==> config.mk <==
export PLATFORM = sky130hd
export DESIGN_NAME = keystream_char_rotate_cipher_core
export DESIGN_NICKNAME = d
export VERILOG_FILES = /design/src/sv/kcr_pkg.sv /design/src/sv/keystream_char_rotate_cipher_core.sv /design/src/sv/kcr_keygen.sv /design/src/sv/kcr_rotate.sv
export SDC_FILE = /design/constraint.sdc
export NUM_CORES = 1
export LEC_CHECK = 0
export BUFFER_PORTS_ARGS = -buffer_cell sky130_fd_sc_hd__buf_4
export CAP_MARGIN = 20
export CORE_UTILIZATION = 33
export CTS_CLUSTER_SIZE = 40
export DETAILED_ROUTE_END_ITERATION = 10
export GPL_ROUTABILITY_DRIVEN = 0
export HOLD_SLACK_MARGIN = 0.06
export PLACE_DENSITY = 0.6
export SLEW_MARGIN = 0
export SYNTH_ARGS = -nofsm -noshare
export SYNTH_HDL_FRONTEND = slang
export SYNTH_SLANG_ARGS = --single-unit
export TNS_END_PERCENT = 100
==> constraint.sdc <==
create_clock -name i_clk -period 9.1 [get_ports i_clk]
set_input_delay 0.91 -clock i_clk [delete_from_list [all_inputs] [get_ports i_clk]]
set_output_delay 0.91 -clock i_clk [all_outputs]
set_load 0.01 [all_outputs]
==> src/sv/kcr_pkg.sv <==
// Package for the keystream character rotate cipher.
// Holds the generator and character constants, register indexes and shared types.
// No dependencies.
package kcr_pkg;

    localparam int unsigned CharW  = 7;
    localparam int unsigned SeedW  = 16;
    localparam int unsigned GenW   = 17;
    localparam int unsigned MultW  = 7;
    localparam int unsigned ProdW  = GenW + MultW;
    localparam int unsigned CfgAddrW = 1;
    localparam int unsigned CfgDataW = 16;
    localparam int unsigned TdataW = 8;

    localparam logic [MultW-1:0] GEN_MULT   = 7'd75;
    localparam logic [GenW-1:0]  GEN_MOD    = 17'd65537;
    localparam logic [GenW-1:0]  GEN_MAX    = 17'd65536;
    localparam logic [GenW-1:0]  GEN_RESET  = 17'd1;
    localparam logic [SeedW-1:0] SEED_RESET = 16'd1;
    localparam logic [CharW-1:0] PRINT_BASE = 7'd32;
    localparam logic [CharW:0]   PRINT_SPAN = 8'd96;

    typedef enum logic [CfgAddrW-1:0] {
        REG_CIPHER_MODE = 1'b0,
        REG_SEED_INIT   = 1'b1
    } t_cfg_reg;

    typedef struct packed {
        logic advance;
        logic restart;
    } t_gen_ctrl;

    // Residue modulo 3 of a 12-bit value, using 4 = 1 (mod 3) on base-4 digits.
    function automatic logic [1:0] mod3_12(input logic [11:0] v);
        logic [4:0] s;
        logic [2:0] t;
        logic [2:0] r;
        s = 5'(v[1:0]) + 5'(v[3:2]) + 5'(v[5:4]) + 5'(v[7:6]) + 5'(v[9:8]) + 5'(v[11:10]);
        t = 3'(s[1:0]) + 3'(s[3:2]) + 3'(s[4]);
        if (t >= 3'd6) begin
            r = t - 3'd6;
        end else if (t >= 3'd3) begin
            r = t - 3'd3;
        end else begin
            r = t;
        end
        return r[1:0];
    endfunction

endpackage

==> src/sv/keystream_char_rotate_cipher_core.sv <==
// Top level of the keystream character rotate cipher.
// Depends on kcr_pkg, kcr_keygen and kcr_rotate.
//
// Usage:
// Characters enter on the slave stream: tdata carries the 7-bit character,
// tuser the start-of-stream flag, which reloads the generator from the seed
// register before that item's step. Every item yields exactly one result
// item on the master stream, whose tdata carries the transformed character.
// The generator advances on every item, control characters included.
// The generator step is registered with the item in the first stage, and
// the rotation by the key is registered in the output register. One item
// per cycle is taken as long as results are drained; the generator's
// multiply-and-reduce loop sets that rate.
// When the receiver stalls, the output register holds its result and the
// first stage still accepts one more item; then tready drops.
// The configuration port writes cipher mode (index 0) and seed (index 1)
// and must be used only while the block is idle, which it does not enforce.
// Reset clears both stages, sets the mode to encrypt, the seed to one and
// the generator to one.
module keystream_char_rotate_cipher_core (
    input  logic                           i_clk,
    input  logic                           i_rst_n,
    input  logic                           i_s_tvalid,
    output logic                           o_s_tready,
    input  logic [kcr_pkg::TdataW-1:0]     i_s_tdata,   // [6:0] in_char, [7] zero
    input  logic                           i_s_tuser,   // [0] start_of_stream
    output logic                           o_m_tvalid,
    input  logic                           i_m_tready,
    output logic [kcr_pkg::TdataW-1:0]     o_m_tdata,   // [6:0] out_char, [7] zero
    input  logic                           i_cfg_we,
    input  logic [kcr_pkg::CfgAddrW-1:0]   i_cfg_addr,
    input  logic [kcr_pkg::CfgDataW-1:0]   i_cfg_wdata
);

    logic                        r_cipher_mode;
    logic [kcr_pkg::SeedW-1:0]   r_seed_init;
    logic                        r_s1_valid;
    logic [kcr_pkg::CharW-1:0]   r_s1_char;
    logic                        r_out_valid;
    logic [kcr_pkg::CharW-1:0]   r_out_char;
    logic                        out_free;
    logic                        in_accept;
    logic [kcr_pkg::GenW-1:0]    gen_value;
    logic [kcr_pkg::CharW-1:0]   rot_char;
    kcr_pkg::t_gen_ctrl          gen_ctrl;

    assign out_free   = !r_out_valid || i_m_tready;
    assign o_s_tready = !r_s1_valid || out_free;
    assign in_accept  = i_s_tvalid && o_s_tready;

    always_comb begin
        gen_ctrl.advance = in_accept;
        gen_ctrl.restart = i_s_tuser;
    end

    always_ff @(posedge i_clk) begin
        if (!i_rst_n) begin
            r_cipher_mode <= 1'b0;
            r_seed_init   <= kcr_pkg::SEED_RESET;
        end else if (i_cfg_we) begin
            case (i_cfg_addr)
                kcr_pkg::REG_CIPHER_MODE: r_cipher_mode <= i_cfg_wdata[0];
                kcr_pkg::REG_SEED_INIT:   r_seed_init   <= i_cfg_wdata[kcr_pkg::SeedW-1:0];
                default: ;
            endcase
        end
    end

    kcr_keygen u_keygen (
        .i_clk   (i_clk),
        .i_rst_n (i_rst_n),
        .i_ctrl  (gen_ctrl),
        .i_seed  (r_seed_init),
        .o_value (gen_value)
    );

    kcr_rotate u_rotate (
        .i_char    (r_s1_char),
        .i_key     (gen_value),
        .i_decrypt (r_cipher_mode),
        .o_char    (rot_char)
    );

    always_ff @(posedge i_clk) begin
        if (!i_rst_n) begin
            r_s1_valid <= 1'b0;
        end else if (o_s_tready) begin
            r_s1_valid <= i_s_tvalid;
        end
    end

    always_ff @(posedge i_clk) begin
        if (in_accept) begin
            r_s1_char <= i_s_tdata[kcr_pkg::CharW-1:0];
        end
    end

    always_ff @(posedge i_clk) begin
        if (!i_rst_n) begin
            r_out_valid <= 1'b0;
        end else if (out_free) begin
            r_out_valid <= r_s1_valid;
        end
    end

    always_ff @(posedge i_clk) begin
        if (out_free && r_s1_valid) begin
            r_out_char <= rot_char;
        end
    end

    assign o_m_tvalid = r_out_valid;
    assign o_m_tdata  = kcr_pkg::TdataW'(r_out_char);

    // A pending first-stage item moves into an empty output register.
    a_s1_moves: assert property (@(posedge i_clk) disable iff (!i_rst_n)
        r_s1_valid && !r_out_valid |=> r_out_valid)
        else $error("first-stage item did not reach the output register");

    // Both stages full and stalled: no further item may be taken.
    a_full_blocks: assert property (@(posedge i_clk) disable iff (!i_rst_n)
        r_s1_valid && r_out_valid && !i_m_tready |-> !o_s_tready)
        else $error("item accepted while both stages are full");

    // The generator moves only when an item is accepted.
    a_gen_hold: assert property (@(posedge i_clk) disable iff (!i_rst_n)
        !in_accept |=> $stable(gen_value))
        else $error("generator changed without an accepted item");

    // The generator residue never leaves the range of the modulus.
    a_gen_range: assert property (@(posedge i_clk) disable iff (!i_rst_n)
        gen_value <= kcr_pkg::GEN_MAX)
        else $error("generator value out of range");

    // Reset empties both stages.
    a_reset_empty: assert property (@(posedge i_clk)
        !i_rst_n |=> !r_s1_valid && !r_out_valid)
        else $error("pipeline not empty after reset");

endmodule

==> src/sv/kcr_keygen.sv <==
// Lehmer keystream generator: value <= value * 75 mod 65537, reloadable from the seed.
// Depends on kcr_pkg.
module kcr_keygen (
    input  logic                        i_clk,
    input  logic                        i_rst_n,
    input  kcr_pkg::t_gen_ctrl          i_ctrl,
    input  logic [kcr_pkg::SeedW-1:0]   i_seed,
    output logic [kcr_pkg::GenW-1:0]   o_value
);

    logic [kcr_pkg::GenW-1:0]  r_gen;
    logic [kcr_pkg::GenW-1:0]  n_gen;
    logic [kcr_pkg::GenW-1:0]  base;
    logic [kcr_pkg::ProdW-1:0] prod;
    logic [kcr_pkg::GenW:0]    diff;

    // Since 65536 = -1 (mod 65537), the residue is low half minus high half.
    always_comb begin
        base = i_ctrl.restart ? kcr_pkg::GenW'(i_seed) : r_gen;
        prod = kcr_pkg::ProdW'(base) * kcr_pkg::ProdW'(kcr_pkg::GEN_MULT);
        diff = (kcr_pkg::GenW+1)'(prod[15:0]) - (kcr_pkg::GenW+1)'(prod[kcr_pkg::ProdW-1:16]);
        if (diff[kcr_pkg::GenW]) begin
            diff = diff + (kcr_pkg::GenW+1)'(kcr_pkg::GEN_MOD);
        end
        n_gen = diff[kcr_pkg::GenW-1:0];
    end

    always_ff @(posedge i_clk) begin
        if (!i_rst_n) begin
            r_gen <= kcr_pkg::GEN_RESET;
        end else if (i_ctrl.advance) begin
            r_gen <= n_gen;
        end
    end

    assign o_value = r_gen;

endmodule

==> src/sv/kcr_rotate.sv <==
// Rotation of a printable character inside the 96-character window by key mod 96.
// Depends on kcr_pkg.
module kcr_rotate (
    input  logic [kcr_pkg::CharW-1:0] i_char,
    input  logic [kcr_pkg::GenW-1:0]  i_key,
    input  logic                      i_decrypt,
    output logic [kcr_pkg::CharW-1:0] o_char
);

    logic [kcr_pkg::CharW-1:0] shift;
    logic [kcr_pkg::CharW-1:0] pos;
    logic [kcr_pkg::CharW:0]   sum;

    always_comb begin
        // 96 = 3 * 32, so key mod 96 is (key / 32 mod 3) * 32 plus the low five bits.
        shift = {kcr_pkg::mod3_12(i_key[16:5]), i_key[4:0]};
        pos   = i_char - kcr_pkg::PRINT_BASE;
        if (i_decrypt) begin
            sum = (kcr_pkg::CharW+1)'(pos) + kcr_pkg::PRINT_SPAN - (kcr_pkg::CharW+1)'(shift);
        end else begin
            sum = (kcr_pkg::CharW+1)'(pos) + (kcr_pkg::CharW+1)'(shift);
        end
        if (sum >= kcr_pkg::PRINT_SPAN) begin
            sum = sum - kcr_pkg::PRINT_SPAN;
        end
        if (i_char < kcr_pkg::PRINT_BASE) begin
            o_char = i_char;
        end else begin
            o_char = sum[kcr_pkg::CharW-1:0] + kcr_pkg::PRINT_BASE;
        end
    end

endmodule
== Yosys cells after proc, flatten, opt, wreduce, memory -nomap -nowiden ==
Cells that the tools add are included.

* Bits in latches: 0
* Flip-flop bits (word level): 50
* ROM bits: 0
* Bits of input ports: 31
* Memories: 0
* Bits in writable memories: 0

* Muxes and demuxes: 7
* Reductions and logical operators: 8
* Bitwise operators: 1
* Add/sub/neg operators: 17
* $lt $le $gt $ge: 4
* Div/mod/pow operators: 0
* Equality and inequality tests: 0
* Shifts and indexed selects: 0
* Multipliers: 1

{| class="wikitable"
|+ Operators with widths
! operator !! count
|-
| $mux 17 || 2
|-
| $mul 17x7->24 const B || 1
|-
| $add 5x2->5 || 4
|-
| $add 17x17->17 const B || 1
|-
| $sub 16x8->17 || 1
|-
| $mux 7 || 2
|-
| $add 7x7->8 || 1
|-
| $add 7x7->8 const B || 1
|-
| $ge 8x7->1 const B || 1
|-
| $mux 8 || 1
|-
| $sub 8x7->8 || 1
|-
| $add 7x6->7 const B || 1
|-
| $lt 7x6->1 const B || 1
|-
| $sub 7x6->7 const B || 1
|-
| $sub 7x7->7 const B || 1
|-
| $add 2x2->3 || 2
|-
| $mux 2 || 2
|-
| $reduce_and 2->1 || 2
|-
| $sub 2x2->2 const B || 2
|-
| $add 3x1->3 || 1
|-
| $ge 3x2->1 const B || 1
|-
| $ge 3x3->1 const B || 1
|-
| $logic_and 1x1->1 || 2
|-
| $logic_not 1->1 || 2
|-
| 2 further kinds || 3
|}

== Logic depth before layout (Yosys ltp) ==
Gate-level depths: netlist of the first run.

* Depth after elaboration: 16
* Mapped depth: 29
* Gate-level depth less buffers: 27

== Cells and area by module ==
A second synthesis of the first run with hierarchy kept.

* Cell total of the unflattened synthesis: 732
* Area, all modules: 6556.3 um^2

{| class="wikitable"
|+ Modules (own cells, without submodules)
! module !! instances !! area an instance (um^2) !! cells each !! sequential area each (um^2)
|-
| kcr_keygen || 1 || 3966.3 || 453 || 340.3
|-
| kcr_rotate || 1 || 1347.5 || 175 || 0.0
|-
| keystream_char_rotate_cipher_core || 1 || 1242.4 || 104 || 800.8
|}

== Worst setup path after synthesis of the first run ==
No wires, ideal clock.

* Path kind: input-to-reg
* Start: in i_s_tuser
* End: reg u_keygen.r_gen (netlist bit u_keygen.o_value[13])
* Stages: 27
* Arrival: 7.292 ns
* Data required time: 8.983 ns
* Setup slack: 1.691 ns
* Library setup time: 0.117 ns
* Cells stage by stage: clkbuf_1 clkbuf_1 nand2_1 o21ai_0 ha_1 ha_1 fa_1 fa_1 ha_1 a21oi_1 o21ai_0 nand2_1 nand2_1 o311a_1 o31a_1 nor2_1 xor2_1 ha_1 nor2b_1 o31a_1 o211a_1 a211oi_2 o21ai_1 nor4_4 buf_4 a31oi_1 a22o_1

* Cells in the longest elaborated chain, start to end: 5

{| class="wikitable"
|+ Ends and longest elaborated chain
! item !! RTL line !! text
|-
| from (decl) || keystream_char_rotate_cipher_core.sv:26 || <nowiki>input logic i_s_tuser,</nowiki>
|-
| $mux 17 (*) || kcr_keygen.sv:19 || <nowiki>base = i_ctrl.restart ? kcr_pkg::GenW'(i_seed) : r_gen;</nowiki>
|-
| $mul 17x7->24 (*) || kcr_keygen.sv:20 || <nowiki>prod = kcr_pkg::ProdW'(base) * kcr_pkg::ProdW'(kcr_pkg::GEN_MULT);</nowiki>
|-
| $sub 16x8->17 (*) || kcr_keygen.sv:21 || <nowiki>diff = (kcr_pkg::GenW+1)'(prod[15:0]) - (kcr_pkg::GenW+1)'(prod[kcr_pkg::ProdW-1:16]);</nowiki>
|-
| $add 17x17->17 || kcr_keygen.sv:23 || <nowiki>diff = diff + (kcr_pkg::GenW+1)'(kcr_pkg::GEN_MOD);</nowiki>
|-
| $mux 17 (*) || kcr_keygen.sv:22 || <nowiki>if (diff[kcr_pkg::GenW]) begin</nowiki>
|-
| to (signal assigned) || kcr_keygen.sv:30 || <nowiki>r_gen <= kcr_pkg::GEN_RESET;</nowiki>
|-
| to (signal assigned) || kcr_keygen.sv:32 || <nowiki>r_gen <= n_gen;</nowiki>
|-
| to (decl) || kcr_keygen.sv:11 || <nowiki>logic [kcr_pkg::GenW-1:0] r_gen;</nowiki>
|}

Every way passes the cells marked *; elsewhere a longest branch is shown, timed or not.
A chain may end at the register's enable or synchronous reset.

== Worst setup path after layout of the first run ==
* Start: in i_s_tuser
* End: reg u_keygen.r_gen (netlist bit u_keygen.o_value[10])

Same word-level chain as after synthesis.

==> results of run 1 <==
[cell type report]
| class | instances | share of cell area (%) |
|---|---|---|
| clock buffer | 5 | 1.85 |
| clock inverter | 2 | 0.148 |
| inverter | 98 | 5.44 |
| multi-input combinational | 541 | 66.3 |
| sequential | 50 | 16.9 |
| tap | 229 | 4.23 |
| timing repair buffer | 47 | 5.21 |
[sequential cells by signal, summed over array words and instances (netlist names)]
| register | flops |
|---|---|
| r_s1_char | 7 |
| o_m_tvalid | 1 |
| r_out_char | 7 |
| r_cipher_mode | 1 |
| r_s1_valid | 1 |
| r_seed_init | 16 |
| u_keygen.o_value | 17 |
[per-stage QoR]
step | area [um^2] | utilization (%) | hold slack, ps | setup slack (ps) | cells
after floorplan | 6060 | - | 433 | 1690 | 705
after global placement | 6630 | 36.9 | 445 | 1290 | 965
after detailed placement | 6630 | 36.9 | 449 | 1270 | 965
after CTS | 6770 | 37.7 | 460 | 1560 | 972
after global routing | 6770 | 37.7 | 476 | 1130 | 972
final | 6770 | 37.7 | 458 | 1550 | 972
[layout by cell type, fill, tap and decap left out, types with 11 or more instances in the layout]
master / count
xor2_1: 12
edfxtp_1: 14
nand2_1: 76
dfxtp_1: 36
buf_4: 47
xnor2_1: 19
a21oi_1: 42
inv_1: 97
fa_1: 37
nor3_1: 11
a21o_1: 12
nor2_1: 45
o21ai_0: 27
ha_1: 100
o21a_1: 11
[kinds of logic (layout without fill, tap and decap cells)]
logic type      Yosys count  after routing  share of synthesized area, %
simple gates            196            196                          15.5
compound gates          163            163                          18.7
fa+ha+maj               137            137                          32.9
buf+inv                 114            152                          7.19
flops                    50             50                          18.8
xor+xnor                 32             32                          4.75
mux                      12             12                          2.04
other cells               1              1                        0.0619
[worst register-to-register path: stages, from the launching register on]
cell	delay (ps)
dfxtp_1	320
inv_1	120
o21a_1	240
inv_1	130
ha_1	310
ha_1	320
fa_1	570
fa_1	420
ha_1	420
a21oi_1	320
o21ai_0	130
nand2_1	100
nand2_1	170
o311a_1	390
o31a_1	280
nor2_1	120
xor2_1	180
ha_1	320
nor2b_1	180
o31a_1	290
o211a_1	270
a211oi_2	280
o21ai_1	200
nor4_4	160
buf_4	230
a31oi_1	190
a22o_1	230
[routing by layer]
| layer | track usage, % | vias up |
|---|---|---|
| li1 | - | 2527 |
| met1 | 20.9 | 2201 |
| met2 | 25.8 | 77 |
| met3 | 0.773 | 10 |
| met4 | 3.72 | 0 |
| met5 | 0 | - |
[worst paths after layout]
check | start | to | slack (ps) | cells after the start
hold / removal | r_seed_init[10] | r_seed_init[10] | 460 | 2
setup reg to reg | u_keygen.o_value[6] | u_keygen.o_value[10] | 2100 | 26
hold reg to reg | r_seed_init[10] | r_seed_init[10] | 460 | 2
setup / recovery | i_s_tuser | u_keygen.o_value[10] | 1550 | 26
==> flow_summary.toml, run 1 <==
[timing]
finalCriticalPeriod_ps = 7550
max_slew.worst_pin.slew_ps = 728
report.final.setup_viol = 0
fin_worst_skew_ps = 8.85
slew_viol_final = 0
worst_slew_margin_rel_pct = 51.1
finalHoldViolCount = 0
setup-tns-final_ps = 0
timing.fmax_ghz = 0.132
rsz0062_at_grt = "no"
min_period_over_period_pct = 82.9

[min_path]
worstHoldPathType = "flip-flop to flip-flop"

[setup_path]
crit_path_slowest_cell = "fa_1"
critical_path.top_delay_family = "compound AO/OA/AOI/OAI gates"
cp_num_buf_inv = 3
cp_data_arrival_time_ps = 7730
required_ps = 9280
setup.worst_path.start_class = "input port"
path_class = "input port to flip-flop"
worst_setup_path_end_kind = "flip-flop"
critical_path.most_common_cell = "ha_1"
path_max_fanout = 28
crit_path_max_incr_delay_ps = 500

[cells_and_area]
design.final.nets = 911
area.sequential_um2 = 1140
multi_input_area_um2 = 4480
nFillCells = 1859
layout-drive-gt1-share_pct = 9.96
syn2layout_area_growth_pct = 11.7
n_antenna_cell = 0

[floorplanning]
top_level_ports = 41
die_x_um = 138
fp.dieH_um = 138
starting_density_of_the_core_pct = 33.7
die_area_um2 = 18900
rows = 49
floorplan.core_area_um2 = 18000

[run_status]
run_status = "finished, final reports clean"

[clock_network]
post-cts-setup-buffers = 0
clock_insertion_delay_worst_skew_ps = 290
cts_tree = "built"
clkTransAtPathRegs_ps = 60
root_buffer = "clkbuf_16"
tritoncts.num_buffers = 5
cts_buffer_depth = 2
htree_num_levels = 2
hold_buffers = 0
cts_repair_resize_count = 0
clock-sinks = 50

[synthesis]
synth.avg_cell_area_um2 = 8.60
synth_cell_types = 69
dominantRegCellSynth = "dfxtp_1"
mappedNetlistArea_um2 = 6060
netlist.area_leader.share_pct = 20.6
yosys.cell_count.top_type = "ha_1"
ys_top_cells_by_area = "ha_1, fa_1, dfxtp_1"
synth-seq-cells = 50
synth_warnings = 0
yosysSeqAreaShare_pct = 18.8
most_frequent_cells_after_synthesis = "ha_1, inv_1, nand2_1, nor2_1, a21oi_1"
number_of_enable_flip_flop_cells_after_synthesis = 14
netlist_instances = 705
synth_largest_area_cell = "ha_1"
synth.net_count = 873
synth-async-reset-ratio_pct = 0

[job]
drv.max_cap_violation_count = 0

[routing]
vias = 4815
final_routed_wire_length_divided_by_cell_count_um = 14.0
antenna_left = 0
wl_met3_um = 396
viasPerCell = 4.95
first_iter_violations = 183
remaining_drc_errors = 0
drt_first_pass_iters = 4
totalWireLength_um = 13600
topRoutingLayerUsed = "met4"
met1Wirelength_um = 6880
met2WireLength_um = 6100

[grt]
globalRoute.totalOverflow = 0
initial_antenna_violation_count = 0
groute.usage.overall_pct = 15.2
grt_pass1_wl_um = 22600
first_global_vias = 4688
grt_start_max_net_pins = 29

[placed_design]
dp.final_hpwl_um = 11500
port-buffer-count = 38
Power of run 1 is not shown: default switching activity piles up to over one toggle a cycle in this logic, so the estimate is an artifact.
==> inputs of run 2 (changes only) <==
--- a/config.mk
+++ b/config.mk
@@ -5,6 +5,7 @@
 export SDC_FILE = /design/constraint.sdc
 export NUM_CORES = 1
 export LEC_CHECK = 0
+export ABC_AREA = 1
 export BUFFER_PORTS_ARGS = -buffer_cell sky130_fd_sc_hd__buf_4
 export CAP_MARGIN = 20
 export CORE_UTILIZATION = 33
@@ -12,7 +13,7 @@
 export DETAILED_ROUTE_END_ITERATION = 10
 export GPL_ROUTABILITY_DRIVEN = 0
 export HOLD_SLACK_MARGIN = 0.06
-export PLACE_DENSITY = 0.6
+export PLACE_DENSITY = 0.61
 export SLEW_MARGIN = 0
 export SYNTH_ARGS = -nofsm -noshare
 export SYNTH_HDL_FRONTEND = slang
==> constraint.sdc (replaced) <==
create_clock -name i_clk -period 6.4 [get_ports i_clk]
set_input_delay 0.64 -clock i_clk [delete_from_list [all_inputs] [get_ports i_clk]]
set_output_delay 0.64 -clock i_clk [all_outputs]
set_load 0.01 [all_outputs]
==> flow_summary.toml, run 2 <==
[timing]
min_period_over_period_pct = 94.5
max_slew.worst_pin.slew_ps = 809
slew_viol_final = 0
final.setup.worst_slack_ps = 349
finalCriticalPeriod_ps = 6050
report.final.setup_viol = 0
finalHoldViolCount = 0
fin_worst_skew_ps = 6.17
worst_slew_margin_rel_pct = 46.1
hold_slack_ps = 451
timing.fmax_ghz = 0.165
rsz0062_at_grt = "no"

[placed_design]
placement.setup.worst_slack_ps = -423
total_cell_area_at_the_placement_stage_um2 = 7590
port-buffer-count = 38
dp.final_hpwl_um = 13100

[cells_and_area]
multi_input_area_um2 = 4500
n_antenna_cell = 0
nFillCells = 1950
final_common_cell = "inv_1"
largest_register_ffs = 17
syn2layout_area_growth_pct = 23.3
postLayoutCellArea_um2 = 7880
final_core_utilization_pct = 41.8
design.final.nets = 1185
layout-drive-gt1-share_pct = 18.9
area.sequential_um2 = 1140
mostFrequentLayoutCells = "inv_1, nand2_1, buf_4"

[synthesis]
ys_top_cells_by_area = "ha_1, inv_1, fa_1"
number_of_enable_flip_flop_cells_after_synthesis = 14
mappedNetlistArea_um2 = 6390
netlist_instances = 894
synth.net_count = 1062
synth.avg_cell_area_um2 = 7.14
yosys.cell_count.top_type = "inv_1"
synth-seq-cells = 50
yosysSeqAreaShare_pct = 17.9
synth-async-reset-ratio_pct = 0
netlist.area_leader.share_pct = 19.6
synth_warnings = 0
synth_cell_types = 38
most_frequent_cells_after_synthesis = "inv_1, nand2_1, ha_1, nor2_1, a21oi_1"
dominantRegCellSynth = "dfxtp_1"
synth_largest_area_cell = "ha_1"

[grt]
initial_antenna_violation_count = 0
grt_start_max_net_pins = 27
groute.usage.overall_pct = 16.2
first_global_vias = 5539
grt_pass1_wl_um = 26000
globalRoute.totalOverflow = 0

[clock_network]
tritoncts.num_buffers = 5
clock_insertion_delay_worst_skew_ps = 290
cts_buffer_depth = 2
clock-sinks = 50
htree_num_levels = 2
clkTransAtPathRegs_ps = 70
cts_tree = "built"
hold_buffers = 0
root_buffer = "clkbuf_16"

[setup_path]
path_class = "flip-flop to flip-flop"
worst_setup_path_end_kind = "flip-flop"
required_ps = 6450
cp_data_arrival_time_ps = 6100
path_max_fanout = 4
regToRegSetupSlack_ps = 350
setup.worst_path.start_class = "flip-flop"
crit_path_max_incr_delay_ps = 530
crit_path_slowest_cell = "fa_1"

[run_status]
run_status = "finished, final reports clean"

[routing]
first_iter_violations = 197
antenna_left = 0
drt_first_pass_iters = 4
viasPerCell = 4.39
remaining_drc_errors = 0
final_routed_wire_length_divided_by_cell_count_um = 11.9
vias = 5614
totalWireLength_um = 15200

[floorplanning]
die_area_um2 = 19900
starting_density_of_the_core_pct = 33.9
rows = 50
die_x_um = 141
floorplan.core_area_um2 = 18800
fp.dieH_um = 141
top_level_ports = 41

[min_path]
worstHoldPathType = "flip-flop to flip-flop"

[job]
drv.max_cap_violation_count = 0
## run 2: changes by cell type in the layout (fill, tap and decap cells not counted), moves of 12 or more
cell,delta
inv_1,+101
nand2_2,+15
o21ai_1,+17
o21ai_0,+14
nand2_1,+117
a21o_1,-12
nand3_1,+25
buf_4,+81
## run 2: cell type report
class | instances | area share (%)
clock buffer | 7 | 1.95
clock inverter | 1 | 0.0953
inverter | 200 | 9.53
multi-input combinational | 630 | 57.1
sequential | 50 | 14.5
tap | 260 | 4.13
timing repair buffer | 130 | 12.7
## run 2: through the flow
stage / cells / setup TNS [ps]
floorplan: 894 / 0
global placement: 1267 / -4770
detailed placement: 1267 / -5700
CTS: 1275 / 0
global route: 1278 / 0
finish: 1278 / 0
## run 2: path summary, 6_finish.rpt
kind | depth (start not counted) | start | to
hold / removal | 2 | r_seed_init[13] | r_seed_init[13]
hold reg to reg | 2 | r_seed_init[13] | r_seed_init[13]
setup / recovery | 27 | u_keygen.o_value[6] | r_out_char[6]
setup reg to reg | 27 | u_keygen.o_value[6] | r_out_char[6]
## run 2: layer usage
layer  GRT usage, %  share of wire [%]  wire length [um]  vias up
li1               -                  -                 -     3036
met3           1.02                2.0               306       10
met1           21.0                 49              7430     2498
met4           3.20                1.2               187        0
met5              0                  0                 0        -
met2           29.7                 48              7290       70
## run 2: logic make-up (layout without fill, tap and decap cells)
family                     Yosys count  count (layout)  share of synthesized area (%)
other                                1               1                         0.0587
AOI/OAI and AO/OA                  131             131                           10.7
adders and majority gates          137             137                           31.2
DFF                                 50              50                           17.9
xor gates and xnor gates            27              27                           3.70
buffers and inverters              214             338                           13.1
and+or+nand+nor                    334             334                           23.4
## run 2: what timing repair did
item                       4_1_cts  5_1_grt
gates resized for setup          2       33
pin swaps                        0        7
setup endpoints to repair       14       19
setup buffers                    0        3
## run 2: critical path, delay by kind of cell, from the launching register on
family          cells  cell delay [ps]
compound gates      4              640
fa+ha+maj           9             3660
xor+xnor            2              300
simple gates        6              410
buf+inv             6              410
flops               1              400
Power of run 2 is left out for the same reason.
